### config.mk
export PLATFORM = sky130hd
export DESIGN_NAME = rmq_front
export DESIGN_NICKNAME = d
export VERILOG_FILES = /design/src/rmq_pkg.sv /design/src/rmq_front.sv
export SDC_FILE = /design/constraint.sdc
export NUM_CORES = 1
export LEC_CHECK = 0
export CAP_MARGIN = 20
export CORE_UTILIZATION = 23
export DETAILED_ROUTE_END_ITERATION = 10
export DONT_BUFFER_PORTS = 1
export GPL_TIMING_DRIVEN = 0
export PLACE_DENSITY_LB_ADDON = 0.3
export REMOVE_ABC_BUFFERS = 1
export SYNTH_ARGS = -nofsm -noshare
export SYNTH_HDL_FRONTEND = slang
export SYNTH_SLANG_ARGS = --single-unit
### constraint.sdc
create_clock -name clock -period 14.8 [get_ports clock]
set_input_delay 2.96 -clock clock [delete_from_list [all_inputs] [get_ports clock]]
set_output_delay 2.96 -clock clock [all_outputs]
set_load 0.005 [all_outputs]
### src/rmq_pkg.sv
// Shared types, widths and helper functions for the rotation matrix to quaternion unit.
package rmq_pkg;

   // Number format of the matrix entries and quaternion components.
   localparam int DATA_W = 16;
   localparam int FRAC_W = 14;

   // Radicand, pair sums and square root widths.
   localparam int RAD_W  = DATA_W + 3;
   localparam int PAIR_W = DATA_W + 1;
   localparam int SQ_W   = ((RAD_W + FRAC_W + 1) / 2) * 2;
   localparam int ROOT_W = SQ_W / 2;
   localparam int RQ_W   = ROOT_W + 1;
   localparam int DEN_W  = RQ_W + 1;

   // Division widths.
   localparam int NUM_W  = PAIR_W + FRAC_W;
   localparam int QUO_W  = NUM_W + 1;

   typedef enum logic [1:0] {
      BR_X     = 2'd0,
      BR_Y     = 2'd1,
      BR_Z     = 2'd2,
      BR_TRACE = 2'd3
   } branch_type;

   typedef struct packed {
      logic signed [DATA_W-1:0] r0c0;
      logic signed [DATA_W-1:0] r0c1;
      logic signed [DATA_W-1:0] r0c2;
      logic signed [DATA_W-1:0] r1c0;
      logic signed [DATA_W-1:0] r1c1;
      logic signed [DATA_W-1:0] r1c2;
      logic signed [DATA_W-1:0] r2c0;
      logic signed [DATA_W-1:0] r2c1;
      logic signed [DATA_W-1:0] r2c2;
   } req_type;

   typedef struct packed {
      logic signed [DATA_W-1:0] quat_x;
      logic signed [DATA_W-1:0] quat_y;
      logic signed [DATA_W-1:0] quat_z;
      logic signed [DATA_W-1:0] quat_w;
      logic                     degenerate;
   } rsp_type;

   // Sideband carried alongside the square root.
   typedef struct packed {
      logic signed [PAIR_W-1:0] p0;
      logic signed [PAIR_W-1:0] p1;
      logic signed [PAIR_W-1:0] p2;
      branch_type               branch;
      logic                     degen;
   } sq_side_type;

   // Classified beat handed from the front part to the back part.
   typedef struct packed {
      logic [RAD_W-1:0] rad;
      sq_side_type      side;
   } front_item_type;

   // Sideband carried alongside the first divider lane.
   typedef struct packed {
      logic             neg;
      logic [RQ_W-1:0]  main;
      branch_type       branch;
      logic             degen;
   } div_side_type;

   // Saturate a magnitude with sign to the signed component range.
   function automatic logic [DATA_W-1:0] sat_quo(input logic [QUO_W-1:0] q, input logic neg);
      logic [QUO_W-1:0] lim;
      logic [QUO_W-1:0] negq;
      lim  = neg ? (QUO_W'(1) << (DATA_W - 1)) : ((QUO_W'(1) << (DATA_W - 1)) - QUO_W'(1));
      negq = ~q + QUO_W'(1);
      if (q > lim) begin
         sat_quo = neg ? {1'b1, {(DATA_W-1){1'b0}}} : {1'b0, {(DATA_W-1){1'b1}}};
      end else begin
         sat_quo = neg ? negq[DATA_W-1:0] : q[DATA_W-1:0];
      end
   endfunction

endpackage

### src/rmq_front.sv
// Front part: picks the branch, forms the radicand and the three pair sums.
module rmq_front import rmq_pkg::*; (
   input  logic           clock,
   input  logic           reset,
   input  logic           in_valid,
   input  req_type        in_item,
   output logic           out_valid,
   output front_item_type out_item
);

   logic           valid_ff, valid_in;
   front_item_type item_ff, item_in;

   logic signed [RAD_W-1:0]  d0, d1, d2, one, trace, rad;
   logic signed [PAIR_W-1:0] p0, p1, p2;
   branch_type               branch;

   // Classify the matrix and build the branch quantities.
   always_comb begin
      d0    = RAD_W'(in_item.r0c0);
      d1    = RAD_W'(in_item.r1c1);
      d2    = RAD_W'(in_item.r2c2);
      one   = RAD_W'(1) << FRAC_W;
      trace = d0 + d1 + d2;
      priority if (trace > 0) begin
         branch = BR_TRACE;
         rad    = one + trace;
         p0 = PAIR_W'(in_item.r1c2) - PAIR_W'(in_item.r2c1);
         p1 = PAIR_W'(in_item.r2c0) - PAIR_W'(in_item.r0c2);
         p2 = PAIR_W'(in_item.r0c1) - PAIR_W'(in_item.r1c0);
      end else if (in_item.r0c0 > in_item.r1c1 && in_item.r0c0 > in_item.r2c2) begin
         branch = BR_X;
         rad    = one + d0 - d1 - d2;
         p0 = PAIR_W'(in_item.r0c1) + PAIR_W'(in_item.r1c0);
         p1 = PAIR_W'(in_item.r0c2) + PAIR_W'(in_item.r2c0);
         p2 = PAIR_W'(in_item.r1c2) - PAIR_W'(in_item.r2c1);
      end else if (in_item.r1c1 > in_item.r2c2) begin
         branch = BR_Y;
         rad    = one + d1 - d0 - d2;
         p0 = PAIR_W'(in_item.r1c0) + PAIR_W'(in_item.r0c1);
         p1 = PAIR_W'(in_item.r2c1) + PAIR_W'(in_item.r1c2);
         p2 = PAIR_W'(in_item.r2c0) - PAIR_W'(in_item.r0c2);
      end else begin
         branch = BR_Z;
         rad    = one + d2 - d0 - d1;
         p0 = PAIR_W'(in_item.r2c0) + PAIR_W'(in_item.r0c2);
         p1 = PAIR_W'(in_item.r2c1) + PAIR_W'(in_item.r1c2);
         p2 = PAIR_W'(in_item.r0c1) - PAIR_W'(in_item.r1c0);
      end
      item_in.rad         = rad;
      item_in.side.p0     = p0;
      item_in.side.p1     = p1;
      item_in.side.p2     = p2;
      item_in.side.branch = branch;
      item_in.side.degen  = (rad <= 0);
      valid_in            = in_valid;
   end

   // Stage register.
   always_ff @(posedge clock) begin
      if (reset) begin
         valid_ff <= 1'b0;
      end else begin
         valid_ff <= valid_in;
      end
   end

   always_ff @(posedge clock) begin
      item_ff <= item_in;
   end

   assign out_valid = valid_ff;
   assign out_item  = item_ff;

endmodule

==> results.yml <==
drt:
  wire_per_inst_um: 19.6
  firstDrtPassIters: 5
  viasPerCell: 4.86
  drtAntennaViolNets: 0
  drt_iter0_drc: 767
  wl_um: 49100
  dr_total_vias: 12200
  post-route-drc-count: 0
floorplanning:
  dieArea_um2: 62700
  die_y_um: 250
  rows: 90
  die_w_um: 250
  core_area_um2: 60700
  initial_core_util_pct: 23.4
  ios: 221
min_path:
  hp-class: "in -> reg"
  hold_path.startpoint: "reset"
placed_design:
  port_buffers: 0
  gp_congestion: 0.906
  hpwl_um: 41800
  dpl-instance-area_um2: 15100
clock_tree:
  postCtsSetupRepairBufs: 0
  clock_path_buffers: 2
  cts_tree: "built"
  postCtsResizedCells: 0
  htreeDepth: 3
  clockRootBuffer: "clkbuf_16"
  cts_buffers: 9
  path_clk_slew_ns: 0.07
  hold_buffers: 0
  clock_sinks: 74
grt:
  grt.overflow.total: 0
  grt_max_degree: 35
  use_met1_pct: 19.8
  use_met2_pct: 26.6
  grt_first_pass_wirelength_um: 74000
  grt-busiest-layer: "met2"
  antenna_found_initial: 0
  grt_use_met3_pct: 2.77
  track_usage_pct: 15.5
  grt_pass1_vias: 12300
power_and_ir_drop:
  p_leak_nw: 7.01
  pwr_density_cell_nw_per_um2: 101
  vdd_drop_max_uv: 52.9
sta:
  hold_viol: 0
  tightestPinTransition_ns: 0.979
  final_max_slew_viol_count: 0
  maxSlewHeadroom_pct: 33.0
  post-route-period-util_pct: 55.2
  setup_violations: 0
  rsz0062_at_grt: "no"
  max_freq_mhz: 122
  setup_tns_ns: 0
  layout_min_cycle_time_ns: 8.18
logic_synthesis:
  synth-adder-area-share_pct: 36.9
  synth_commonest_cells: "ha_1, inv_1, a21oi_1, nor2_1, nand2_1"
  synth_top_area_share_pct: 25.9
  synth_top_family_by_area: "adder cells"
  yosys-top-cells-area: "ha_1, fa_1, dfxtp_1, xnor2_1, inv_1"
  ys.flop_type: "dfxtp_1"
  yosysTopAreaCell: "ha_1"
  synth_compound_gate_area_share_pct: 21.6
  syn_area_um2: 14200
  syn_inst: 1737
  avgSynthCellArea_um2: 8.17
  synth_xor_area_share_pct: 7.53
  synthSimpleGateAreaFrac_pct: 15.0
  synth-edff-count: 0
  muxShareOfSynthArea_pct: 1.38
  ys_warn_count: 0
  ys_types: 87
  synth.most_common_cell: "ha_1"
  ys_seq_area_share_pct: 10.4
  synth_seq_cells: 74
  synthArstFlopShare_pct: 0
flow_run:
  max_cap_violations: 0
layout:
  drive_gt1_share_pct: 3.43
  final_area_um2: 15400
  final_nets: 2233
  area_growth_pct: 8.64
  diodes: 0
outcome:
  status: "finished clean"
worst_setup_path:
  end_kind: "flop"
  crit_fanout: 33
  critical_path.slowest_cell: "fa_1"
  path_class: "in -> reg"
  path_cells: "inv_1 > fa_1 > inv_1 > ha_1 > inv_1 > a211oi_1 > a311oi_2 > a311o_2 > a211oi_1 > o21a_1 > nor2_1 > xnor2_1 > inv_1 > ha_1 > nand3_1 > a2111oi_4 > o211ai_2 > nand2_2 > buf_12 > nand2_1 > a221oi_1 > a22oi_1"
  startpoint_type: "primary input"
  crit_required_ns: 15.03
  critPathArrivalTime_ns: 8.40
  path_common_cell: "inv_1"
  slowest_delay_ns: 0.57
  startpoint: "in_item[4]"
-- per-layer routing --
layer  wire length, um  share of wire, %
met5                 0                 0
met4               909               1.8
met3              2740               5.6
met2             23600                48
met1             21900                45
-- stage by stage --
step | instances | hold WS, ns | setup slack (ns) | util (%) | total power [mW]
final | 2501 | 2.65 | 6.62 | 25.4 | 1.56
after global routing | 2501 | 2.63 | 6.29 | 25.4 | 1.69
after CTS | 2501 | 2.63 | 6.62 | 25.4 | 1.58
after detailed placement | 2485 | 3.03 | 6.26 | 24.9 | 1.33
after global placement | 2478 | 3.03 | 4.55 | 24.7 | 1.32
after floorplan | 1696 | 3.03 | 7.02 | - | 1.02
-- critical path: cells and delay by family --
family | cells | cell delay, ns
AOI/OAI and AO/OA | 9 | 2.55
xor gates and xnor gates | 1 | 0.18
adders and majority gates | 3 | 1.14
buffers and inverters | 5 | 0.65
and+or+nand+nor | 4 | 0.87
-- flip-flops by register name, summed over array words and instances, names as in the netlist --
name       flops
out_valid      1
out_item      73
-- path summary, 6_finish.rpt --
| path | endpoint | slack (ns) | depth (start not counted) |
|---|---|---|---|
| setup / recovery | out_item[35] | 6.62 | 22 |
| hold / removal | out_valid | 2.65 | 1 |
-- final cells by class --
class,count,area [um2]
clock buffers,10,239
well taps,782,978
multi-input cells,1401,11700
clock inverters,6,40.0
inverters,221,830
fillers,6475,45300
repair buffers,7,138
flip-flops and latches,74,1480
-- cell families (layout without fill, tap and decap cells) --
family          after synthesis  after routing
compound gates              455            455
simple gates                433            433
fa+ha+maj                   372            372
buf+inv                     262            244
xor+xnor                    122            122
flops                        74             74
mux                          19             19
-- report_power, final --
part	total [mW]	internal (mW)	switching (mW)
sequential	0.343	0.285	0.0574
clock	0.223	0.118	0.105
combinational	0.994	0.388	0.606
-- layout by cell type (no fill, tap or decap), drive strengths merged, types with 11 or more instances in the layout --
| cell | Yosys | layout |
|---|---|---|
| ha | 294 | 294 |
| inv | 220 | 221 |
| a21oi | 117 | 117 |
| nor2 | 116 | 116 |
| nand2 | 100 | 100 |
| o21ai | 99 | 99 |
| xnor2 | 98 | 98 |
| fa | 78 | 78 |
| dfxtp | 74 | 74 |
| nor3 | 49 | 49 |
| nand3 | 35 | 35 |
| nor2b | 34 | 34 |
| xor2 | 24 | 24 |
| nand2b | 22 | 22 |
| a21o | 22 | 22 |
| a211oi | 21 | 21 |
| o211ai | 18 | 18 |
| o21a | 17 | 17 |
| and3 | 14 | 14 |
| or3 | 14 | 14 |
| mux2i | 14 | 14 |
| o22ai | 14 | 14 |
| o31ai | 14 | 14 |
| o21bai | 13 | 13 |
| a31oi | 12 | 12 |
| and2 | 11 | 11 |
No activity file was read; power rests on OpenSTA's default activity.
