<file path="src/rmq_pkg.sv">
// Shared types, widths and helper functions for the rotation matrix to quaternion unit.
package rmq_pkg;

   // Number format of the matrix entries and quaternion components.
   localparam int DATA_W = 16;
   localparam int FRAC_W = 14;

   // Radicand, pair sums and square root widths.
   localparam int RAD_W  = DATA_W + 3;
   localparam int PAIR_W = DATA_W + 1;
   localparam int SQ_W   = ((RAD_W + FRAC_W + 1) / 2) * 2;
   localparam int ROOT_W = SQ_W / 2;
   localparam int RQ_W   = ROOT_W + 1;
   localparam int DEN_W  = RQ_W + 1;

   // Division widths.
   localparam int NUM_W  = PAIR_W + FRAC_W;
   localparam int QUO_W  = NUM_W + 1;

   typedef enum logic [1:0] {
      BR_X     = 2'd0,
      BR_Y     = 2'd1,
      BR_Z     = 2'd2,
      BR_TRACE = 2'd3
   } branch_type;

   typedef struct packed {
      logic signed [DATA_W-1:0] r0c0;
      logic signed [DATA_W-1:0] r0c1;
      logic signed [DATA_W-1:0] r0c2;
      logic signed [DATA_W-1:0] r1c0;
      logic signed [DATA_W-1:0] r1c1;
      logic signed [DATA_W-1:0] r1c2;
      logic signed [DATA_W-1:0] r2c0;
      logic signed [DATA_W-1:0] r2c1;
      logic signed [DATA_W-1:0] r2c2;
   } req_type;

   typedef struct packed {
      logic signed [DATA_W-1:0] quat_x;
      logic signed [DATA_W-1:0] quat_y;
      logic signed [DATA_W-1:0] quat_z;
      logic signed [DATA_W-1:0] quat_w;
      logic                     degenerate;
   } rsp_type;

   // Sideband carried alongside the square root.
   typedef struct packed {
      logic signed [PAIR_W-1:0] p0;
      logic signed [PAIR_W-1:0] p1;
      logic signed [PAIR_W-1:0] p2;
      branch_type               branch;
      logic                     degen;
   } sq_side_type;

   // Classified beat handed from the front part to the back part.
   typedef struct packed {
      logic [RAD_W-1:0] rad;
      sq_side_type      side;
   } front_item_type;

   // Sideband carried alongside the first divider lane.
   typedef struct packed {
      logic             neg;
      logic [RQ_W-1:0]  main;
      branch_type       branch;
      logic             degen;
   } div_side_type;

   // Saturate a magnitude with sign to the signed component range.
   function automatic logic [DATA_W-1:0] sat_quo(input logic [QUO_W-1:0] q, input logic neg);
      logic [QUO_W-1:0] lim;
      logic [QUO_W-1:0] negq;
      lim  = neg ? (QUO_W'(1) << (DATA_W - 1)) : ((QUO_W'(1) << (DATA_W - 1)) - QUO_W'(1));
      negq = ~q + QUO_W'(1);
      if (q > lim) begin
         sat_quo = neg ? {1'b1, {(DATA_W-1){1'b0}}} : {1'b0, {(DATA_W-1){1'b1}}};
      end else begin
         sat_quo = neg ? negq[DATA_W-1:0] : q[DATA_W-1:0];
      end
   endfunction

endpackage

</file>
<file path="src/rmq_sqrt.sv">
// Pipelined rounded integer square root, one root bit per stage.
module rmq_sqrt import rmq_pkg::*; #(
   parameter int SIDE_W = 1
) (
   input  logic              clock,
   input  logic              reset,
   input  logic              in_valid,
   input  logic [SQ_W-1:0]   in_rad,
   input  logic [SIDE_W-1:0] in_side,
   output logic              out_valid,
   output logic [RQ_W-1:0]   out_root,
   output logic [SIDE_W-1:0] out_side
);

   logic              valid_ff [0:ROOT_W];
   logic [SQ_W-1:0]   rad_ff   [0:ROOT_W];
   logic [ROOT_W-1:0] root_ff  [0:ROOT_W];
   logic [ROOT_W+1:0] rem_ff   [0:ROOT_W];
   logic [SIDE_W-1:0] side_ff  [0:ROOT_W];

   logic              oval_ff;
   logic [RQ_W-1:0]   oroot_ff, oroot_in;
   logic [SIDE_W-1:0] oside_ff;

   // Input stage.
   always_ff @(posedge clock) begin
      if (reset) begin
         valid_ff[0] <= 1'b0;
      end else begin
         valid_ff[0] <= in_valid;
      end
   end

   always_ff @(posedge clock) begin
      rad_ff[0]  <= in_rad;
      root_ff[0] <= '0;
      rem_ff[0]  <= '0;
      side_ff[0] <= in_side;
   end

   // One root bit per stage: bring down two radicand bits and try a subtract.
   for (genvar s = 0; s < ROOT_W; s++) begin : g_stage
      logic [ROOT_W+1:0] rem_sh, trial, rem_in;
      logic              take;

      always_comb begin
         rem_sh = {rem_ff[s][ROOT_W-1:0], rad_ff[s][SQ_W-1 -: 2]};
         trial  = {root_ff[s], 2'b01};
         take   = (rem_sh >= trial);
         rem_in = take ? (rem_sh - trial) : rem_sh;
      end

      always_ff @(posedge clock) begin
         if (reset) begin
            valid_ff[s+1] <= 1'b0;
         end else begin
            valid_ff[s+1] <= valid_ff[s];
         end
      end

      always_ff @(posedge clock) begin
         rad_ff[s+1]  <= rad_ff[s] << 2;
         root_ff[s+1] <= {root_ff[s][ROOT_W-2:0], take};
         rem_ff[s+1]  <= rem_in;
         side_ff[s+1] <= side_ff[s];
      end
   end

   // Round to nearest: step up when the remainder exceeds the floor root.
   always_comb begin
      oroot_in = {1'b0, root_ff[ROOT_W]}
               + RQ_W'(rem_ff[ROOT_W] > {2'b00, root_ff[ROOT_W]});
   end

   always_ff @(posedge clock) begin
      if (reset) begin
         oval_ff <= 1'b0;
      end else begin
         oval_ff <= valid_ff[ROOT_W];
      end
   end

   always_ff @(posedge clock) begin
      oroot_ff <= oroot_in;
      oside_ff <= side_ff[ROOT_W];
   end

   assign out_valid = oval_ff;
   assign out_root  = oroot_ff;
   assign out_side  = oside_ff;

endmodule

</file>
<file path="config.mk">
export PLATFORM = sky130hd
export DESIGN_NAME = rmq_sqrt
export DESIGN_NICKNAME = d
export VERILOG_FILES = /design/src/rmq_pkg.sv /design/src/rmq_sqrt.sv
export SDC_FILE = /design/constraint.sdc
export NUM_CORES = 1
export LEC_CHECK = 0
export BUFFER_PORTS_ARGS = -buffer_cell sky130_fd_sc_hd__buf_2
export CAP_MARGIN = 20
export CORE_UTILIZATION = 40
export DETAILED_ROUTE_END_ITERATION = 6
export PLACE_DENSITY = 0.62
export SETUP_SLACK_MARGIN = 0.5
export SLEW_MARGIN = 40
export SYNTH_ARGS = -nofsm -noshare
export SYNTH_HDL_FRONTEND = slang
export SYNTH_SLANG_ARGS = --single-unit
</file>
<file path="constraint.sdc">
create_clock -name clock -period 3.15 [get_ports clock]
set_clock_uncertainty 0.2 [all_clocks]
set_input_delay 0.4725 -clock clock [delete_from_list [all_inputs] [get_ports clock]]
set_output_delay 0.4725 -clock clock [all_outputs]
set_load 0.05 [all_outputs]
</file>
==> results_dict.tcl <==
set metrics [dict create \
    status "complete, no violations" \
    p_leak_uw 0.0158 \
    core_area_mm2 0.0689 \
    cap_viol_max_count 0 \
    die_w_um 267 \
    area_delta_synth_final_pct 24.2 \
    worstPathArrival_ns 3.35 \
    cts_max_path_buffers 3 \
    r2r_slack_ns 0.16 \
    hold_violations 0 \
    min_period_over_period_pct 95.1 \
    num_antenna_cells 0 \
    totalWireLength_um 55700 \
    tightest_slew_ns 0.558 \
    start_kind "flop" \
    rr_startpoint "root_ff[17][14]" \
    cts-buffers-inserted 78 \
    synthesis.nets 2893 \
    min_to "rad_ff[11][25]" \
    hold_path_class "reg2reg" \
    antenna_found_initial 0 \
    synthCells 2664 \
    setup_viol 0 \
    path_clk_slew_ns 0.06 \
    p_total_uw 31800 \
    std_cell_rows 96 \
    yosys_register_bits 788 \
    grt_pass1_vias 18800 \
    track_usage_pct 15.3 \
    fin_ws_ns 0.155 \
    vias 18900 \
    period_minus_slack_ns 2.99 \
    slew_violations 0 \
    yosysUniqueCellTypes 83 \
    drt-initial-drc-count 959 \
    nets 3137 \
    io_pins 58 \
    clock_latency_ns 0.62 \
    grt_pass1_wl_um 89900 \
    hold_slack_ns 0.115 \
    post_drt_wl_per_cell_um 14.3 \
    cp_top_family "simple AND/OR/NAND/NOR gates" \
    grt_max_degree 24 \
    cp_cell_sequence "inv_2, ha_4, nand4_1, nor4_4, buf_4, a221oi_2, a21oi_2, ha_2, ha_4, nand3_4, nor3_4, nand4_1, nor2_1, xnor2_1" \
    place_ws_ns -0.118 \
    r2r_end "out_root[12]" \
    rsz0062_at_grt "true" \
    gp_congestion 0.889 \
    avgSynthCellArea_um2 10.5 \
    cts-htree-levels 3 \
    max_freq_mhz 334 \
    die_y_um 267 \
    synthFlopType "dfxtp_1" \
    drive_above_1_share_pct 19.0 \
    synth_warnings 0 \
    initial_core_util_pct 40.7 \
    mappedNetlistArea_mm2 0.0281 \
    final_common_cell "dfxtp_1" \
    grt-ovfl-total 0 \
    dieArea_mm2 0.0712 \
    crit_required_ns 3.51 \
    drc 0 \
    synth_edf_count 0 \
    synthArstFlopShare_pct 0 \
    io_buffers 57 \
    seq_area_mm2 0.0158 \
    relSlewSlack_pct 62.4 \
    multi_input_area_mm2 0.0126 \
    path_max_fanout 3 \
    utilization_pct 50.5 \
    ys_seq_area_share_pct 56.2 \
    dp_hpwl_um 38500 \
    placed_area_mm2 0.0297 \
    antenna_left 0 \
    hold_depth 0 \
    fillers 6126 \
    firstDrtPassIters 5 \
    layout_common_cells "dfxtp_1 (759), inv_1 (212), nor2_1 (151)" \
    path_buf_inv 2 \
    clock_tree.root_cell "clkbuf_16" \
    cpPeakStageDelay_ns 0.36 \
    via_per_inst 4.86 \
    design_area_mm2 0.0348 \
    reg2regPathDepth 14 \
    worstSetupPathType "reg2reg" \
    cp-end-kind "flop" \
    cts_tree "done" \
    cts.sinks 788 \
    min_from "rad_ff[10][23]" \
    slowest_stage "dfxtp_2" \
    peakVddDrop_uv 567 \
    power.density_mw_per_mm2 912 \
]
metal layers:
metal | global-route usage, % | vias to the layer above | routed length [µm]
li1 | - | 9567 | -
met2 | 24.4 | 334 | 25300
met1 | 20.5 | 8910 | 26400
met4 | 6.06 | 0 | 1400
met5 | 0 | - | 0
met3 | 2.60 | 99 | 2490
power by group:
group / total (µW) / switching [µW] / internal (µW) / leakage (µW)
Sequential: 13200 / 1300 / 11900 / 0.00659
Combinational: 9140 / 4710 / 4420 / 0.00797
Clock: 9420 / 3810 / 5610 / 0.00129
Total: 31800 / 9820 / 21900 / 0.0158
registers in the layout, summed over array words and instances, names as in the netlist:
register   cells
out_valid      1
rem_ff       273
root_ff      153
side_ff       18
rad_ff       306
valid_ff      18
out_side       1
out_root      18
stage by stage:
| stage | setup TNS [ns] | instances |
|---|---|---|
| 2_1_floorplan | 0 | 2664 |
| 3_3_place_gp | -0.197 | 3643 |
| 3_5_place_dp | -0.304 | 3643 |
| 4_1_cts | 0 | 3856 |
| 5_1_grt | 0 | 3892 |
| 6_report | 0 | 3892 |
synth_stat cells (4+ instances only):
cell / number / area, µm²
or3_1: 32 / 200
dfxtp_1: 788 / 15800
and2_1: 6 / 37.5
inv_1: 226 / 848
o22ai_1: 5 / 31.3
o31a_1: 6 / 52.6
nor3b_1: 4 / 30.0
nor2_1: 163 / 612
o21ai_1: 59 / 295
clkbuf_1: 27 / 101
a211oi_1: 22 / 165
nand2_1: 154 / 578
or2_2: 5 / 31.3
xor2_1: 81 / 709
o21a_1: 38 / 285
mux2_2: 8 / 90.1
ha_1: 191 / 2390
o21ai_0: 84 / 420
buf_2: 14 / 70.1
a31oi_1: 16 / 100
o211ai_1: 12 / 90.1
and3_1: 10 / 62.6
inv_2: 7 / 26.3
xnor2_1: 126 / 1100
nor2b_1: 52 / 325
nand3_1: 42 / 210
o31ai_1: 20 / 150
nand2b_1: 34 / 213
o311ai_1: 4 / 35.0
a211o_1: 5 / 43.8
o21bai_1: 9 / 67.6
mux2_1: 35 / 394
nor4_1: 23 / 144
or4_1: 10 / 75.1
nand4b_1: 5 / 43.8
o211a_1: 4 / 40.0
nand4_1: 30 / 188
nand3b_1: 4 / 30.0
a21oi_1: 140 / 701
mux2i_1: 6 / 60.1
nor3_1: 52 / 260
nor4b_1: 4 / 35.0
a21o_1: 42 / 315
kinds of logic after synthesis:
kind of cell	count (synthesis)	share of synthesized area, %
compound gates	504	11.3
xor+xnor	207	6.46
fa+ha+maj	191	8.52
buf+inv	275	3.77
flops	788	56.2
mux	49	1.94
other cells	1	0.0134
simple gates	649	11.8
worst max-delay path by stage:
stage / startpoint / to / cells past startpoint
global placement: root_ff[17][14] / out_root[14] / 14
detailed placement: root_ff[17][12] / out_root[14] / 14
floorplan: root_ff[17][1] / out_root[14] / 16
global route: root_ff[17][13] / out_root[16] / 14
finish: root_ff[17][14] / out_root[12] / 14
CTS: root_ff[17][1] / out_root[14] / 16
area by class of cell:
type                       count  area share [%]
tap                          931            3.34
clock inverter                28            1.35
inverter                     233            2.53
timing repair buffer         206            4.96
sequential                   788            45.4
multi-input combinational   1601            36.1
clock buffer                 105            6.33
repair_timing:
item,CTS,global route
setup endpoints to repair,146,191
hold buffers,37,0
hold endpoints to repair,38,0
gates resized for setup,130,174
setup buffers,40,33
cloned,3,3
pin swaps,53,76
No activity file was read; power rests on OpenSTA's default activity.
