==> config.mk <==
export PLATFORM = sky130hd
export DESIGN_NAME = rmq_div
export DESIGN_NICKNAME = d
export VERILOG_FILES = /design/src/rmq_pkg.sv /design/src/rmq_div.sv
export SDC_FILE = /design/constraint.sdc
export NUM_CORES = 2
export LEC_CHECK = 0
export BUFFER_PORTS_ARGS = -buffer_cell sky130_fd_sc_hd__buf_2
export CORE_ASPECT_RATIO = 1.75
export CORE_UTILIZATION = 56
export DETAILED_ROUTE_END_ITERATION = 8
export MAX_ROUTING_LAYER = met4
export PLACE_DENSITY_LB_ADDON = 0.1
export SYNTH_ARGS = -nofsm -noshare
export SYNTH_HDL_FRONTEND = slang
export SYNTH_SLANG_ARGS = --single-unit
==> constraint.sdc <==
create_clock -name clock -period 3.1 [get_ports clock]
set_clock_uncertainty 0.15 [all_clocks]
set_input_delay 0 -clock clock [delete_from_list [all_inputs] [get_ports clock]]
set_output_delay 0 -clock clock [all_outputs]
set_load 0.03 [all_outputs]
==> src/rmq_pkg.sv <==
// Shared types, widths and helper functions for the rotation matrix to quaternion unit.
package rmq_pkg;

   // Number format of the matrix entries and quaternion components.
   localparam int DATA_W = 16;
   localparam int FRAC_W = 14;

   // Radicand, pair sums and square root widths.
   localparam int RAD_W  = DATA_W + 3;
   localparam int PAIR_W = DATA_W + 1;
   localparam int SQ_W   = ((RAD_W + FRAC_W + 1) / 2) * 2;
   localparam int ROOT_W = SQ_W / 2;
   localparam int RQ_W   = ROOT_W + 1;
   localparam int DEN_W  = RQ_W + 1;

   // Division widths.
   localparam int NUM_W  = PAIR_W + FRAC_W;
   localparam int QUO_W  = NUM_W + 1;

   typedef enum logic [1:0] {
      BR_X     = 2'd0,
      BR_Y     = 2'd1,
      BR_Z     = 2'd2,
      BR_TRACE = 2'd3
   } branch_type;

   typedef struct packed {
      logic signed [DATA_W-1:0] r0c0;
      logic signed [DATA_W-1:0] r0c1;
      logic signed [DATA_W-1:0] r0c2;
      logic signed [DATA_W-1:0] r1c0;
      logic signed [DATA_W-1:0] r1c1;
      logic signed [DATA_W-1:0] r1c2;
      logic signed [DATA_W-1:0] r2c0;
      logic signed [DATA_W-1:0] r2c1;
      logic signed [DATA_W-1:0] r2c2;
   } req_type;

   typedef struct packed {
      logic signed [DATA_W-1:0] quat_x;
      logic signed [DATA_W-1:0] quat_y;
      logic signed [DATA_W-1:0] quat_z;
      logic signed [DATA_W-1:0] quat_w;
      logic                     degenerate;
   } rsp_type;

   // Sideband carried alongside the square root.
   typedef struct packed {
      logic signed [PAIR_W-1:0] p0;
      logic signed [PAIR_W-1:0] p1;
      logic signed [PAIR_W-1:0] p2;
      branch_type               branch;
      logic                     degen;
   } sq_side_type;

   // Classified beat handed from the front part to the back part.
   typedef struct packed {
      logic [RAD_W-1:0] rad;
      sq_side_type      side;
   } front_item_type;

   // Sideband carried alongside the first divider lane.
   typedef struct packed {
      logic             neg;
      logic [RQ_W-1:0]  main;
      branch_type       branch;
      logic             degen;
   } div_side_type;

   // Saturate a magnitude with sign to the signed component range.
   function automatic logic [DATA_W-1:0] sat_quo(input logic [QUO_W-1:0] q, input logic neg);
      logic [QUO_W-1:0] lim;
      logic [QUO_W-1:0] negq;
      lim  = neg ? (QUO_W'(1) << (DATA_W - 1)) : ((QUO_W'(1) << (DATA_W - 1)) - QUO_W'(1));
      negq = ~q + QUO_W'(1);
      if (q > lim) begin
         sat_quo = neg ? {1'b1, {(DATA_W-1){1'b0}}} : {1'b0, {(DATA_W-1){1'b1}}};
      end else begin
         sat_quo = neg ? negq[DATA_W-1:0] : q[DATA_W-1:0];
      end
   endfunction

endpackage

==> src/rmq_div.sv <==
// Pipelined restoring divider with round half up, one quotient bit per stage.
module rmq_div import rmq_pkg::*; #(
   parameter int SIDE_W = 1
) (
   input  logic              clock,
   input  logic              reset,
   input  logic              in_valid,
   input  logic [NUM_W-1:0]  in_num,
   input  logic [DEN_W-1:0]  in_den,
   input  logic [SIDE_W-1:0] in_side,
   output logic              out_valid,
   output logic [QUO_W-1:0]  out_quo,
   output logic [SIDE_W-1:0] out_side
);

   logic              valid_ff [0:NUM_W];
   logic [NUM_W-1:0]  num_ff   [0:NUM_W];
   logic [DEN_W-1:0]  den_ff   [0:NUM_W];
   logic [NUM_W-1:0]  quo_ff   [0:NUM_W];
   logic [DEN_W-1:0]  rem_ff   [0:NUM_W];
   logic [SIDE_W-1:0] side_ff  [0:NUM_W];

   logic              oval_ff;
   logic [QUO_W-1:0]  oquo_ff, oquo_in;
   logic [SIDE_W-1:0] oside_ff;

   // Input stage.
   always_ff @(posedge clock) begin
      if (reset) begin
         valid_ff[0] <= 1'b0;
      end else begin
         valid_ff[0] <= in_valid;
      end
   end

   always_ff @(posedge clock) begin
      num_ff[0]  <= in_num;
      den_ff[0]  <= in_den;
      quo_ff[0]  <= '0;
      rem_ff[0]  <= '0;
      side_ff[0] <= in_side;
   end

   // One quotient bit per stage.
   for (genvar s = 0; s < NUM_W; s++) begin : g_stage
      logic [DEN_W:0]   rem_sh, diff;
      logic [DEN_W-1:0] rem_in;
      logic             take;

      always_comb begin
         rem_sh = {rem_ff[s], num_ff[s][NUM_W-1]};
         diff   = rem_sh - {1'b0, den_ff[s]};
         take   = (rem_sh >= {1'b0, den_ff[s]});
         rem_in = take ? diff[DEN_W-1:0] : rem_sh[DEN_W-1:0];
      end

      always_ff @(posedge clock) begin
         if (reset) begin
            valid_ff[s+1] <= 1'b0;
         end else begin
            valid_ff[s+1] <= valid_ff[s];
         end
      end

      always_ff @(posedge clock) begin
         num_ff[s+1]  <= num_ff[s] << 1;
         den_ff[s+1]  <= den_ff[s];
         quo_ff[s+1]  <= {quo_ff[s][NUM_W-2:0], take};
         rem_ff[s+1]  <= rem_in;
         side_ff[s+1] <= side_ff[s];
      end
   end

   // Round: step up when twice the remainder reaches the divisor.
   always_comb begin
      oquo_in = {1'b0, quo_ff[NUM_W]}
              + QUO_W'({rem_ff[NUM_W], 1'b0} >= {1'b0, den_ff[NUM_W]});
   end

   always_ff @(posedge clock) begin
      if (reset) begin
         oval_ff <= 1'b0;
      end else begin
         oval_ff <= valid_ff[NUM_W];
      end
   end

   always_ff @(posedge clock) begin
      oquo_ff  <= oquo_in;
      oside_ff <= side_ff[NUM_W];
   end

   assign out_valid = oval_ff;
   assign out_quo   = oquo_ff;
   assign out_side  = oside_ff;

endmodule

==> flow_summary.yaml <==
timing:
  slew_headroom_pct: 38.1
  slew_violations: 0
  timing.final.crit_period_ps: 3340
  hold_slack_ps: 150
  setup_viol: 149
  timing.fmax_ghz: 0.300
  fin_ws_ps: -235
  rsz0062_at_grt: "true"
  worstMarginPinSlew_ps: 925
  finalHoldViolations: 0
  finalCritPeriodShare_pct: 108
detailed_routing:
  detail-route-antenna-nets: 0
  wl_um: 198000
  wire_per_inst_um: 18.7
  drc: 0
  drtIter0Drc: 1681
  first_pass_iters: 7
  vias_per_cell: 5.33
  vias: 56400
yosys:
  synth_area_per_cell_um2: 10.8
  ys.flop_type: "dfxtp_1"
  ys_warn_count: 0
  synthesis.area_um2: 81400
  synth-async-reset-ratio_pct: 0
  synth-seq-cells: 2287
  syn_nets: 8220
  netlist_instances: 7543
  synth_seq_area_share_pct: 56.2
  synth_cell_type_count: 81
  synth_edf_count: 0
worst_setup_path:
  reg2reg_depth: 20
  end_kind: "flop"
  rr_startpoint: "den_ff[3][134]"
  max_stage_delay_ps: 370
  cp.required_ps: 3690
  r2r_end: "out_quo[27]"
  cp_slowest_cell: "a221oi_4"
  cp-start-kind: "flop"
  path_class: "reg -> reg"
  cp_cell_sequence: "inv_2, ha_4, nor2b_4, o21ai_1, nand2b_1, a21oi_2, o21ai_4, a221oi_4, o21ai_2, a21oi_2, o211ai_1, buf_4, ha_4, nand3_4, nor2_4, buf_6, nand4_1, nor2_2, buf_4, xor2_1"
  worstPathMaxFanout: 3
  critical_path_arrival_ps: 3920
  r2r_slack_ps: -240
layout:
  syn_to_final_growth_pct: 25.1
  layout.nets: 9225
  drive_above_1_share_pct: 22.2
clocking:
  cts_buffers: 191
  cts_tree: "built"
  clk_pin_slew_worst_paths_ps: 70
  h-tree-depth: 4
  worstSkewPairLatency_ps: 840
  cts.sinks: 2287
  clock_path_buffers: 3
  ctsRootBufferMaster: "clkbuf_16"
floorplanning:
  fp-row-count: 184
  die_w_um: 290
  io_pins: 88
  core_um2: 144000
  start_util_pct: 56.6
  die-area_um2: 147000
  die_h_um: 506
global_routing:
  overflow: 0
  antenna_found_initial: 8
  grt_start_max_net_pins: 40
  grt_pass1_vias: 60100
  grt_use_total_pct: 26.9
  grt_pass1_wl_um: 298000
power:
  p_leak_nw: 47.0
  irDropWorstVdd_uv: 757
  powerDensity_nw_per_um2: 971
run_status:
  violations: "negative setup slack"
  status: "complete, but fails checks"
job:
  maxCapViolCount: 0
min_path:
  hold_path_depth: 0
  hold_class: "reg -> reg"
  hp-start: "quo_ff[3][3]"
  whs_endpoint: "quo_ff[3][35]"
place:
  dp_hpwl_um: 139000
  gp_congestion: 0.969
  dp_slack_ps: -1160
  numPortBuffers: 87
-- area by class of cell --
type / instances / area, µm²
Antenna cell: 7 / 17.5
Clock buffer: 265 / 5470
Clock inverter: 89 / 1430
Fill cell: 10300 / 42000
Inverter: 730 / 2760
Multi-Input combinational cell: 4414 / 35400
Sequential cell: 2287 / 45900
Tap cell: 1860 / 2330
Timing Repair Buffer: 924 / 8550
-- per-stage QoR --
| stage | std cells | TNS [ps] | power, mW | utilization [%] | area [µm²] |
|---|---|---|---|---|---|
| floorplan | 7543 | 0 | 56.0 | - | 81400 |
| global placement | 9935 | -90660 | 65.9 | 61.4 | 88300 |
| detailed placement | 9935 | -101250 | 66.9 | 61.4 | 88300 |
| CTS | 10500 | -20600 | 97.7 | 69.4 | 99900 |
| global route | 10600 | -29760 | 104 | 70.8 | 102000 |
| finish | 10600 | -12260 | 98.9 | 70.8 | 102000 |
-- timing repair --
item,4_1_cts,5_1_grt
pin swaps,145,187
hold buffers,108,0
gates cloned,37,12
setup endpoints to repair,532,519
setup buffers,96,66
hold endpoints to repair,84,0
resized for setup,497,421
-- cell families (layout without fill, tap and decap cells) --
logic type	after synthesis	in the layout	share of synthesized area, %
compound gates	1580	1580	12.0
fa+ha+maj	623	623	9.85
mux	333	333	4.54
other cells	0	7	0
flops	2287	2287	56.2
simple gates	1412	1412	8.33
buf+inv	842	2008	3.99
xor+xnor	466	466	5.01
-- cell usage after synthesis (19+ instances only) --
library cell / n / share of area (%)
o21bai_1: 46 / 0.42
nand2b_1: 71 / 0.55
nor4_1: 24 / 0.18
nand4_1: 55 / 0.42
fa_1: 30 / 0.74
and2_1: 20 / 0.15
nand3_1: 97 / 0.60
mux2_2: 271 / 3.7
o21ai_0: 485 / 3.0
xnor2_1: 285 / 3.1
clkbuf_1: 68 / 0.31
a21boi_0: 19 / 0.18
and3_1: 53 / 0.41
nand2_1: 440 / 2.0
or2_2: 29 / 0.22
dfxtp_1: 2287 / 56
nor2_1: 311 / 1.4
a21oi_1: 409 / 2.5
o31a_1: 44 / 0.47
o2111ai_1: 24 / 0.26
o21a_1: 95 / 0.88
or3_1: 28 / 0.22
mux2i_1: 44 / 0.54
nor2b_1: 126 / 0.97
nor3_1: 113 / 0.69
a211oi_1: 40 / 0.37
a31oi_1: 63 / 0.48
buf_2: 34 / 0.21
xor2_1: 181 / 1.9
a21o_1: 166 / 1.5
inv_1: 729 / 3.4
o31ai_1: 28 / 0.26
ha_1: 593 / 9.1
-- critical path, delay by kind of cell (launching register included) --
kind            cells  cell delay (ps)
buf+inv             4              470
fa+ha+maj           2              360
compound gates      7             1270
simple gates        6              520
flops               1              320
xor+xnor            1              130
-- sequential cells by signal, indices dropped and copies added, names as in the netlist --
signal / count
den_ff: 608
num_ff: 496
side_ff: 32
rem_ff: 589
out_side: 1
quo_ff: 496
out_valid: 1
out_quo: 32
valid_ff: 32
-- per-layer routing --
layer  vias to the layer above  global-route usage, %  part of all wire (%)  wire [µm]
li1                      27700                      -                     -          -
met1                     26600                   18.2                    28      55400
met2                      1169                   55.1                    58     116000
met3                       866                   3.79                   2.6       5080
met4                         0                   25.6                    11      21700
met5                         -                      -                     0          0
-- power breakdown --
part | switching [mW] | total (mW) | internal (mW)
clock | 11.0 | 25.5 | 14.5
sequential | 2.30 | 36.3 | 34.0
combinational | 18.8 | 37.1 | 18.3
total | 32.1 | 98.9 | 66.8
-- how the worst max path moves through the flow --
stage                        start              to  slack, ps  cells after the start
floorplan           num_ff[2][123]  rem_ff[0][239]         40                     13
global placement    den_ff[3][134]     out_quo[24]      -1290                     20
detailed placement  den_ff[3][134]     out_quo[22]      -1160                     20
CTS                  num_ff[4][61]   rem_ff[1][44]       -220                     15
global route        den_ff[3][134]     out_quo[30]       -350                     20
finish              den_ff[3][134]     out_quo[27]       -240                     20
-- cells in the final DEF, fill, tap and decap left out, types with 53 or more instances in the layout --
cell | synthesis | layout
mux2_2 | 271 | 142
nor3_1 | 113 | 107
xor2_1 | 181 | 181
nor2b_1 | 126 | 92
mux2_4 | 0 | 139
nand2b_1 | 71 | 71
o21ai_1 | 18 | 53
nor2_1 | 311 | 295
dfxtp_2 | 0 | 63
dlygate4sd3_1 | 0 | 108
clkbuf_16 | 0 | 203
nand4_1 | 55 | 55
ha_1 | 593 | 553
o21a_1 | 95 | 90
buf_2 | 34 | 87
inv_1 | 729 | 706
a21o_1 | 166 | 166
xnor2_1 | 285 | 283
a21oi_1 | 409 | 359
nand2_1 | 440 | 405
dfxtp_1 | 2287 | 2220
nand3_1 | 97 | 90
o21ai_0 | 485 | 402
buf_4 | 4 | 592
Power figures use the tool's default switching activity.
