==> config.mk <==
export PLATFORM = sky130hd
export DESIGN_NAME = rmq_queue
export DESIGN_NICKNAME = d
export VERILOG_FILES = /design/src/rmq_pkg.sv /design/src/rmq_queue.sv
export SDC_FILE = /design/constraint.sdc
export NUM_CORES = 1
export LEC_CHECK = 0
export BUFFER_PORTS_ARGS = -buffer_cell sky130_fd_sc_hd__buf_2
export CAP_MARGIN = 20
export CORE_UTILIZATION = 40
export DETAILED_ROUTE_END_ITERATION = 10
export MAX_ROUTING_LAYER = met4
export PLACE_DENSITY = 0.68
export SYNTH_ARGS = -nofsm -noshare
export SYNTH_HDL_FRONTEND = slang
export SYNTH_SLANG_ARGS = --single-unit
==> constraint.sdc <==
create_clock -name clock -period 2.8 [get_ports clock]
set_input_delay 0.42 -clock clock [delete_from_list [all_inputs] [get_ports clock]]
set_output_delay 0.42 -clock clock [all_outputs]
set_load 0.05 [all_outputs]
==> src/rmq_pkg.sv <==
// Shared types, widths and helper functions for the rotation matrix to quaternion unit.
package rmq_pkg;

   // Number format of the matrix entries and quaternion components.
   localparam int DATA_W = 16;
   localparam int FRAC_W = 14;

   // Radicand, pair sums and square root widths.
   localparam int RAD_W  = DATA_W + 3;
   localparam int PAIR_W = DATA_W + 1;
   localparam int SQ_W   = ((RAD_W + FRAC_W + 1) / 2) * 2;
   localparam int ROOT_W = SQ_W / 2;
   localparam int RQ_W   = ROOT_W + 1;
   localparam int DEN_W  = RQ_W + 1;

   // Division widths.
   localparam int NUM_W  = PAIR_W + FRAC_W;
   localparam int QUO_W  = NUM_W + 1;

   typedef enum logic [1:0] {
      BR_X     = 2'd0,
      BR_Y     = 2'd1,
      BR_Z     = 2'd2,
      BR_TRACE = 2'd3
   } branch_type;

   typedef struct packed {
      logic signed [DATA_W-1:0] r0c0;
      logic signed [DATA_W-1:0] r0c1;
      logic signed [DATA_W-1:0] r0c2;
      logic signed [DATA_W-1:0] r1c0;
      logic signed [DATA_W-1:0] r1c1;
      logic signed [DATA_W-1:0] r1c2;
      logic signed [DATA_W-1:0] r2c0;
      logic signed [DATA_W-1:0] r2c1;
      logic signed [DATA_W-1:0] r2c2;
   } req_type;

   typedef struct packed {
      logic signed [DATA_W-1:0] quat_x;
      logic signed [DATA_W-1:0] quat_y;
      logic signed [DATA_W-1:0] quat_z;
      logic signed [DATA_W-1:0] quat_w;
      logic                     degenerate;
   } rsp_type;

   // Sideband carried alongside the square root.
   typedef struct packed {
      logic signed [PAIR_W-1:0] p0;
      logic signed [PAIR_W-1:0] p1;
      logic signed [PAIR_W-1:0] p2;
      branch_type               branch;
      logic                     degen;
   } sq_side_type;

   // Classified beat handed from the front part to the back part.
   typedef struct packed {
      logic [RAD_W-1:0] rad;
      sq_side_type      side;
   } front_item_type;

   // Sideband carried alongside the first divider lane.
   typedef struct packed {
      logic             neg;
      logic [RQ_W-1:0]  main;
      branch_type       branch;
      logic             degen;
   } div_side_type;

   // Saturate a magnitude with sign to the signed component range.
   function automatic logic [DATA_W-1:0] sat_quo(input logic [QUO_W-1:0] q, input logic neg);
      logic [QUO_W-1:0] lim;
      logic [QUO_W-1:0] negq;
      lim  = neg ? (QUO_W'(1) << (DATA_W - 1)) : ((QUO_W'(1) << (DATA_W - 1)) - QUO_W'(1));
      negq = ~q + QUO_W'(1);
      if (q > lim) begin
         sat_quo = neg ? {1'b1, {(DATA_W-1){1'b0}}} : {1'b0, {(DATA_W-1){1'b1}}};
      end else begin
         sat_quo = neg ? negq[DATA_W-1:0] : q[DATA_W-1:0];
      end
   endfunction

endpackage

==> src/rmq_queue.sv <==
// Two-entry queue between the front part and the back part.
module rmq_queue import rmq_pkg::*; (
   input  logic           clock,
   input  logic           reset,
   input  logic           push,
   input  front_item_type push_item,
   input  logic           pop,
   output logic           full,
   output logic           out_valid,
   output front_item_type out_item
);

   front_item_type mem_ff [0:1];
   logic           wr_ptr_ff, wr_ptr_in;
   logic           rd_ptr_ff, rd_ptr_in;
   logic [1:0]     count_ff, count_in;
   logic           do_push, do_pop;

   // Pointer and fill count update.
   always_comb begin
      do_push   = push && (count_ff != 2'd2);
      do_pop    = pop && (count_ff != 2'd0);
      wr_ptr_in = wr_ptr_ff ^ do_push;
      rd_ptr_in = rd_ptr_ff ^ do_pop;
      count_in  = count_ff + 2'(do_push) - 2'(do_pop);
   end

   always_ff @(posedge clock) begin
      if (reset) begin
         wr_ptr_ff <= 1'b0;
         rd_ptr_ff <= 1'b0;
         count_ff  <= 2'd0;
      end else begin
         wr_ptr_ff <= wr_ptr_in;
         rd_ptr_ff <= rd_ptr_in;
         count_ff  <= count_in;
      end
   end

   // Entry storage.
   always_ff @(posedge clock) begin
      if (do_push) begin
         mem_ff[wr_ptr_ff] <= push_item;
      end
   end

   assign full      = (count_ff == 2'd2);
   assign out_valid = (count_ff != 2'd0);
   assign out_item  = mem_ff[rd_ptr_ff];

endmodule

==> results.sh, run 1 <==
export IMPL_status="complete, no violations"
export IMPL_clock_skew_ns=0.00483
export IMPL_required_ns=2.38
export IMPL_grt_pass1_wl_um=14300
export IMPL_grt_max_degree=74
export IMPL_vdd_drop_max_mv=0.476
export IMPL_io_pins=152
export IMPL_utilization_pct=53.0
export IMPL_r2r_start="count_ff[0]"
export IMPL_synth_area_um2=5510
export IMPL_grt_antenna_before_repair=0
export IMPL_root_buffer="clkbuf_16"
export IMPL_end_kind="primary output"
export IMPL_slew_headroom_pct=70.5
export IMPL_initial_core_util_pct=41.3
export IMPL_fmax_mhz=415
export IMPL_syn_num_nets=331
export IMPL_p_per_area_nw_per_um2=1060
export IMPL_syn_area_per_cell_um2=22.1
export IMPL_chipHeight_um=119
export IMPL_multi_input_area_um2=985
export IMPL_r2r_end="mem_ff[0][23]"
export IMPL_dr_pass1_iters=4
export IMPL_min_delay_path_class="input port to flip-flop"
export IMPL_worst_slew_pin_slew_ns=0.442
export IMPL_final_common_cell="buf_2"
export IMPL_grt_use_met2_pct=22.8
export IMPL_die_w_um=119
export IMPL_htree_levels=4
export IMPL_syn_instance_count=250
export IMPL_core_um2=13300
export IMPL_final_cell_mix="buf_2 (151), edfxtp_1 (146), mux2_2 (74), clkbuf_16 (17), clkinv_2 (4)"
export IMPL_diodes=0
export IMPL_fin_tns_setup_ns=0
export IMPL_fin_crit_sh_pct=86.0
export IMPL_hold_buffers=0
export IMPL_dr_total_vias=2771
export IMPL_layout_nets=496
export IMPL_instances_no_fill=603
export IMPL_power_leakage_nw=2.65
export IMPL_max_cap_violations=0
export IMPL_ant_nets=0
export IMPL_die_area_um2=14300
export IMPL_cts_buffer_depth=2
export IMPL_clock_sinks=150
export IMPL_cts_resized=0
export IMPL_p_total_mw=7.50
export IMPL_via_per_inst=4.60
export IMPL_rows=42
export IMPL_final_area_um2=7070
export IMPL_ys_types=15
export IMPL_setup_viol=0
export IMPL_dpl_worst_slack_ns=0.791
export IMPL_critical_path_arrival_ns=1.99
export IMPL_reg2reg_depth=4
export IMPL_port_buffers=151
export IMPL_busiest_layer="met2"
export IMPL_reg2reg_slack_ns=1.12
export IMPL_post_cts_setup_buffer_count=0
export IMPL_ys_ff_latch=150
export IMPL_drt_total_wl_um=9380
export IMPL_layout_area_overhead_vs_synth_pct=28.3
export IMPL_yosysSeqAreaShare_pct=81.0
export IMPL_hold_path_end="mem_ff[0][31]"
export IMPL_cts_buffers=17
export IMPL_rsz0062_at_grt="false"
export IMPL_setup_slack_ns=0.392
export IMPL_drc=0
export IMPL_drt_wirelength_per_cell_um=15.6
export IMPL_use_met1_pct=15.8
export IMPL_grt_use_total_pct=14.2
export IMPL_clkLatencyLatePin_ns=0.41
export IMPL_hold_start="push_item[31]"
export IMPL_slew_viol_final=0
export IMPL_min_period_ns=2.41
export IMPL_hold_viol=0
export IMPL_placedCellCount=572
export IMPL_drt_iter0_markers=171
export IMPL_yosysWarnings=0
export IMPL_met3_usage_pct=5.03
export IMPL_cts_tree="done"
export IMPL_whs_path_depth=1
export IMPL_placed_cell_area_um2=6500
export IMPL_ff_latch_area_um2=4470
export IMPL_clk_pin_slew_ns=0.06
export IMPL_gp_congestion=0.694
export IMPL_critPathMaxFanout=46
export IMPL_grt_pass1_vias=2870
export IMPL_start_kind="flip-flop"
export IMPL_overflow=0
export IMPL_drive_gt1_share_pct=60.4
export IMPL_critPathKind="flip-flop to primary output"
export IMPL_holdWs_ns=0.195
export IMPL_dp_hpwl_um=5820
export IMPL_fill_cells=1089
kinds of logic after synthesis:
kind of cell | Yosys count | share of synthesized area, %
compound gates | 1 | 0.136
buf+inv | 11 | 1.61
xor+xnor | 1 | 0.409
simple gates | 9 | 0.840
mux | 74 | 15.1
fa+ha+maj | 4 | 0.908
flops | 150 | 81.0
routing by layer:
| metal | wire (µm) | vias up |
|---|---|---|
| met5 | 0 | - |
| met4 | 155 | 0 |
| met3 | 575 | 15 |
| met2 | 4770 | 97 |
| met1 | 3880 | 1342 |
| li1 | - | 1317 |
critical path, cell delays in order (launching register included):
cell	delay (ns)
dfxtp_4	0.63
buf_12	0.32
mux2_2	0.39
buf_2	0.21
registers in the layout, summed over array words and instances, names as in the netlist:
register,flops
mem_ff,146
wr_ptr_ff,1
count_ff,2
rd_ptr_ff,1
synth_stat cells, drive strengths merged:
master,number,area [µm²]
or2,1,6.26
dfxtp,4,80.1
nor2,3,11.3
ha,4,50.1
edfxtp,146,4380
buf,8,77.6
nand2b,1,6.26
inv,3,11.3
mux2,74,833
nor2b,2,12.5
and2,1,6.26
o21a,1,7.51
nand2,1,3.75
xnor3,1,22.5
where the power goes:
part / total (mW) / switching [mW] / internal, mW
Combinational: 2.33 / 1.67 / 0.665
Clock: 2.20 / 0.812 / 1.38
Sequential: 2.97 / 0.124 / 2.85
worst max-delay path by stage:
stage | depth (start not counted) | to | start
3_3_place_gp | 3 | out_item[28] | rd_ptr_ff
3_5_place_dp | 3 | out_item[28] | rd_ptr_ff
2_1_floorplan | 3 | mem_ff[1][0] | count_ff[0]
6_report | 3 | out_item[28] | rd_ptr_ff
5_1_grt | 3 | out_item[28] | rd_ptr_ff
4_1_cts | 3 | out_item[28] | rd_ptr_ff
final cells by class:
class	count	area share (%)
clock inverters	11	1.89
well taps	176	3.11
flip-flops and latches	150	63.2
multi-input cells	89	13.9
inverters	3	0.159
clock buffers	20	6.18
repair buffers	154	11.5
(Power assumes the default switching activity.)
==> run 2, diff against run 1 <==
--- a/config.mk
+++ b/config.mk
@@ -5,9 +5,11 @@
 export SDC_FILE = /design/constraint.sdc
 export NUM_CORES = 1
 export LEC_CHECK = 0
+export ABC_AREA = 1
 export BUFFER_PORTS_ARGS = -buffer_cell sky130_fd_sc_hd__buf_2
 export CAP_MARGIN = 20
 export CORE_UTILIZATION = 40
+export CTS_BUF_LIST = sky130_fd_sc_hd__clkbuf_4
 export DETAILED_ROUTE_END_ITERATION = 10
 export MAX_ROUTING_LAYER = met4
 export PLACE_DENSITY = 0.68
==> run 2 against run 1 <==
  * Worst setup slack improved by 0.016 ns
  * Clock skew increased by 0.0098 ns
  * Synthesized area increased by 3.4%
  * Die area increased by 3.4%
  * Critical path type unchanged
  * Critical endpoint is now out_item[2]
  * Largest power group unchanged
==> results.sh, run 2 <==
export IMPL_status="complete, no violations"
export IMPL_grt_use_total_pct=14.1
export IMPL_slew_viol_final=0
export IMPL_core_um2=13900
export IMPL_chipHeight_um=121
export IMPL_ys_ff_latch=150
export IMPL_fmax_mhz=418
export IMPL_synthArstFlopShare_pct=0
export IMPL_synth_top_area_cell="edfxtp_1"
export IMPL_grt_antenna_before_repair=1
export IMPL_critical_path_top_delay_family="buffers and inverters"
export IMPL_setup_viol=0
export IMPL_drt_wirelength_per_cell_um=15.3
export IMPL_via_per_inst=4.58
export IMPL_ant_nets=0
export IMPL_holdWs_ns=0.0689
export IMPL_layout_area_overhead_vs_synth_pct=25.3
export IMPL_utilization_pct=51.5
export IMPL_io_pins=152
export IMPL_crit_buf_inv=2
export IMPL_fill_cells=1154
export IMPL_power_leakage_nw=2.79
export IMPL_drive_gt1_share_pct=58.1
export IMPL_gp_congestion=0.730
export IMPL_p_total_mw=7.30
export IMPL_clk_pin_slew_ns=0.12
export IMPL_worst_slew_pin_slew_ns=0.545
export IMPL_clock_sinks=150
export IMPL_die_area_um2=14700
export IMPL_start_kind="flip-flop"
export IMPL_critical_path_arrival_ns=1.97
export IMPL_setup_slack_ns=0.407
export IMPL_critPathKind="flip-flop to primary output"
export IMPL_overflow=0
export IMPL_post_cts_setup_buffer_count=0
export IMPL_crit_path_top_delay_cell="buf_4"
export IMPL_htree_levels=4
export IMPL_cts_tree="done"
export IMPL_grt_pass1_vias=3044
export IMPL_final_cell_mix="buf_2 (151), edfxtp_1 (146), mux2_4 (48), mux2_2 (25), clkbuf_4 (21)"
export IMPL_grt_max_degree=45
export IMPL_netlist_area_leader_share_pct=76.9
export IMPL_critPathMaxFanout=31
export IMPL_syn_num_nets=343
export IMPL_largest_register_ffs=146
export IMPL_cts_buffers=17
export IMPL_largest_registers="mem_ff x146, count_ff x2"
export IMPL_clock_skew_ns=0.0146
export IMPL_min_period_ns=2.39
export IMPL_root_buffer="clkbuf_4"
export IMPL_cts_buffer_depth=2
export IMPL_fin_crit_sh_pct=85.5
export IMPL_synth_area_um2=5700
export IMPL_max_cap_violations=0
export IMPL_drt_total_wl_um=9710
export IMPL_p_per_area_nw_per_um2=1020
export IMPL_multi_input_area_um2=1150
export IMPL_yosysSeqAreaShare_pct=78.3
export IMPL_crit_chain="buf_4, mux2_2, buf_2"
export IMPL_vdd_drop_max_mv=0.603
export IMPL_hold_viol=0
export IMPL_clkLatencyLatePin_ns=0.53
export IMPL_dr_pass1_iters=4
export IMPL_ys_top_cells_by_count="edfxtp_1 (146), mux2_4 (48), mux2_2 (25)"
export IMPL_rsz0062_at_grt="false"
export IMPL_drc=0
export IMPL_max_stage_delay_ns=0.46
export IMPL_syn_instance_count=262
export IMPL_top_register="mem_ff"
export IMPL_syn_area_per_cell_um2=21.8
export IMPL_synth_edf_count=146
export IMPL_final_common_cell="buf_2"
export IMPL_ys_top_cells_by_area="edfxtp_1 (77%), mux2_4 (13%), mux2_2 (4.9%)"
export IMPL_dpl_worst_slack_ns=0.934
export IMPL_ff_latch_area_um2=4470
export IMPL_dr_total_vias=2907
export IMPL_fin_tns_setup_ns=0
export IMPL_port_buffers=151
export IMPL_synth_most_common_cell="edfxtp_1"
export IMPL_layout_nets=522
export IMPL_synth_main_ff_cell="edfxtp_1"
export IMPL_dp_hpwl_um=6440
export IMPL_end_kind="primary output"
export IMPL_initial_core_util_pct=41.1
export IMPL_slew_headroom_pct=63.7
export IMPL_min_delay_path_class="input port to flip-flop"
export IMPL_required_ns=2.38
export IMPL_drt_iter0_markers=198
export IMPL_die_w_um=121
export IMPL_yosysWarnings=0
export IMPL_ys_types=13
export IMPL_grt_pass1_wl_um=14500
export IMPL_rows=43
-- run 2: cell types whose count changed after synthesis, sizes merged, moves of 2 or more --
| cell | before | now |
|---|---|---|
| nor2b | 2 | 0 |
| inv | 3 | 10 |
| nor2 | 3 | 8 |
| nand2 | 1 | 5 |
| nand3 | 0 | 2 |
-- run 2: stage by stage --
step / instances / instance area (µm²)
floorplan: 262 / 5700
global placement: 591 / 6720
detailed placement: 591 / 6720
CTS: 633 / 7130
global route: 635 / 7140
finish: 635 / 7140
-- run 2: area by class of cell --
type / instances / area share [%]
Sequential cell: 150 / 62.5
Multi-Input combinational cell: 94 / 16.0
Timing Repair Buffer: 168 / 13.3
Tap cell: 180 / 3.15
Clock inverter: 11 / 2.22
Clock buffer: 21 / 2.21
Inverter: 10 / 0.525
Antenna cell: 1 / 0.0350
-- run 2: layer usage --
layer,vias up,track usage [%],wire length [µm]
met3,12,5.36,649
met5,-,-,0
met1,1410,15.7,4110
met2,106,22.9,4820
met4,0,5.56,131
li1,1379,-,-
-- run 2: cells by family (layout without fill, tap and decap cells) --
kind of cell / count (synthesis) / in the layout / share of synthesized area [%]
flops: 150 / 150 / 78.3
mux: 73 / 73 / 17.6
buf+inv: 18 / 210 / 2.02
simple gates: 15 / 15 / 1.03
fa+ha+maj: 4 / 4 / 0.878
compound gates: 2 / 2 / 0.175
other cells: 0 / 1 / 0
-- run 2: worst paths after layout --
check | from | end | cells past startpoint | slack [ns]
worst min-delay path | push_item[5] | mem_ff[0][5] | 1 | 0.07
worst min register to register | wr_ptr_ff | wr_ptr_ff | 3 | 0.64
worst max register to register | count_ff[1] | mem_ff[1][30] | 5 | 0.96
worst max-delay path | rd_ptr_ff | out_item[2] | 3 | 0.41
-- run 2: timing repair --
item | 4_1_cts | 5_1_grt
hold buffers | 10 | 1
endpoints found under the hold margin | 17 | 2
gates resized for setup | 0 | 0
-- run 2: power by group --
part           total [mW]  switching (mW)  internal, mW  leakage [nW]
combinational        2.86            1.98         0.876          1.23
sequential           3.00          0.0939          2.91          1.40
clock                1.44           0.700         0.740         0.171
==> run 3, diff against run 2 <==
--- a/config.mk
+++ b/config.mk
@@ -12,7 +12,7 @@
 export CTS_BUF_LIST = sky130_fd_sc_hd__clkbuf_4
 export DETAILED_ROUTE_END_ITERATION = 10
 export MAX_ROUTING_LAYER = met4
-export PLACE_DENSITY = 0.68
+export PLACE_DENSITY = 0.66
 export SYNTH_ARGS = -nofsm -noshare
 export SYNTH_HDL_FRONTEND = slang
 export SYNTH_SLANG_ARGS = --single-unit
==> run 3 against run 2 <==
  * Critical path type unchanged
  * Via count decreased by 0.45%
  * Worst setup slack got worse by 0.059 ns
  * Critical path depth unchanged
  * Non-clock buffer count decreased by 9
  * Count of clock-buffer cells in the layout decreased by 2
  * Largest power group unchanged
  * Utilization decreased by 0.94 points
  * Design area decreased by 1.8%
  * Sequential cell count unchanged
  * Register-to-register slack got worse by 0.02 ns
  * Combinational power decreased by 1%
==> results.sh, run 3 (synthesized netlist as in run 2, its figures left out) <==
export IMPL_crit_chain="buf_12, mux2_2, buf_2"
export IMPL_critical_path_arrival_ns=2.03
export IMPL_met3_usage_pct=5.78
export IMPL_initial_core_util_pct=41.1
export IMPL_final_common_cell="buf_2"
export IMPL_start_kind="flip-flop"
export IMPL_overflow=0
export IMPL_cts_tree="done"
export IMPL_hold_buffers=2
export IMPL_htree_levels=4
export IMPL_crit_path_top_delay_cell="dfxtp_4"
export IMPL_swShare_pct=38.6
export IMPL_io_pins=152
export IMPL_dr_pass1_iters=4
export IMPL_root_buffer="clkbuf_4"
export IMPL_seq_power_share_pct=42.4
export IMPL_final_cell_mix="buf_2 (151), edfxtp_1 (146), mux2_4 (48), mux2_2 (25), clkbuf_4 (19)"
export IMPL_min_period_ns=2.45
export IMPL_chipHeight_um=121
export IMPL_grt_max_degree=41
export IMPL_max_stage_delay_ns=0.54
export IMPL_comb_power_share_pct=39.4
export IMPL_fmax_mhz=408
export IMPL_rows=43
export IMPL_busiest_layer="met2"
export IMPL_cts_resized=0
export IMPL_vdd_drop_max_mv=0.763
export IMPL_fin_tns_setup_ns=0
export IMPL_utilization_pct=50.5
export IMPL_use_met1_pct=16.1
export IMPL_die_area_um2=14700
export IMPL_top_register="mem_ff"
export IMPL_holdWs_ns=0.0718
export IMPL_p_total_mw=7.16
export IMPL_layout_nets=513
export IMPL_clkLatencyLatePin_ns=0.53
export IMPL_status="complete, no violations"
export IMPL_setup_slack_ns=0.348
export IMPL_cts_buffers=17
export IMPL_drc=0
export IMPL_rsz0062_at_grt="false"
export IMPL_clock_sinks=150
export IMPL_dr_total_vias=2894
export IMPL_grt_pass1_vias=3017
export IMPL_grt_pass1_wl_um=15200
export IMPL_grt_antenna_before_repair=0
export IMPL_drive_gt1_share_pct=58.8
export IMPL_grt_use_met2_pct=24.1
export IMPL_min_delay_path_class="input port to flip-flop"
export IMPL_dp_hpwl_um=6690
export IMPL_required_ns=2.38
export IMPL_grt_use_total_pct=14.9
export IMPL_drt_total_wl_um=9940
export IMPL_hold_viol=0
export IMPL_crit_buf_inv=2
export IMPL_port_buffers=151
export IMPL_largest_registers="mem_ff x146, count_ff x2"
export IMPL_critPathMaxFanout=40
export IMPL_slew_headroom_pct=65.5
export IMPL_core_um2=13900
export IMPL_dpl_worst_slack_ns=0.859
export IMPL_p_int_mw=4.39
export IMPL_critical_path_top_delay_family="flip-flops"
export IMPL_drt_iter0_markers=126
export IMPL_slew_viol_final=0
export IMPL_p_sw_mw=2.76
export IMPL_gp_congestion=0.731
export IMPL_critPathKind="flip-flop to primary output"
export IMPL_cts_buffer_depth=2
export IMPL_fin_crit_sh_pct=87.6
export IMPL_clk_pin_slew_ns=0.12
export IMPL_diodes=0
export IMPL_fill_cells=1188
export IMPL_max_cap_violations=0
export IMPL_die_w_um=121
export IMPL_clock_skew_ns=0.0161
export IMPL_via_per_inst=4.64
export IMPL_layout_area_overhead_vs_synth_pct=23.0
export IMPL_power_leakage_nw=2.74
export IMPL_setup_viol=0
export IMPL_largest_register_ffs=146
export IMPL_post_cts_setup_buffer_count=0
export IMPL_end_kind="primary output"
export IMPL_p_per_area_nw_per_um2=1020
export IMPL_drt_wirelength_per_cell_um=15.9
export IMPL_power_frac_clock_pct=18.2
export IMPL_worst_slew_pin_slew_ns=0.518
export IMPL_ant_nets=0
-- run 3: cell types whose count changed in the layout (fill, tap and decap cells not counted), sizes merged --
cell         change
clkinv           +2
bufinv           -1
diode            -1
clkbuf           -2
dlygate4sd3      -9
-- run 3: worst register-to-register path, delay by kind of cell, from the launching register on --
| family | cells | cell delay (ns) |
|---|---|---|
| DFF | 1 | 0.33 |
| buffers and inverters | 3 | 0.59 |
| adders and majority gates | 1 | 0.49 |
| AOI/OAI and AO/OA | 1 | 0.14 |
-- run 3: power by group through the flow --
stage,clock [mW],sequential [mW],combinational (mW)
2_1_floorplan,0,3.05,2.30
3_3_place_gp,0,3.07,2.83
3_5_place_dp,0,3.09,2.85
4_1_cts,1.36,3.04,2.86
5_1_grt,1.44,3.07,2.98
6_report,1.31,3.03,2.82
-- run 3: worst paths after layout --
check,from,endpoint,slack (ns),cells after the start
setup reg to reg,count_ff[1],mem_ff[1][22],0.94,5
hold reg to reg,count_ff[1],count_ff[1],0.60,3
setup / recovery,rd_ptr_ff,out_item[70],0.35,3
hold / removal,push_item[35],mem_ff[1][35],0.07,1
-- run 3: per-stage QoR --
stage / instances / area, µm²
global route: 624 / 7010
CTS: 624 / 7010
finish: 624 / 7010
detailed placement: 591 / 6720
floorplan: 262 / 5700
global placement: 591 / 6720
-- run 3: area by class of cell --
type                       count  area, µm²  share of cell area, %
inverter                      10       37.5                  0.535
clock inverter                12        136                   1.94
sequential                   150       4470                   63.7
tap                          180        225                   3.21
timing repair buffer         159        858                   12.2
multi-input combinational     94       1150                   16.3
clock buffer                  19        143                   2.03
-- run 3: per-layer routing --
metal  part of all wire [%]  wire [µm]  vias up
met5                      0          0        -
met4                    1.5        153        0
met1                     40       3990     1419
met2                     51       5070      101
li1                       -          -     1360
met3                    7.3        726       14
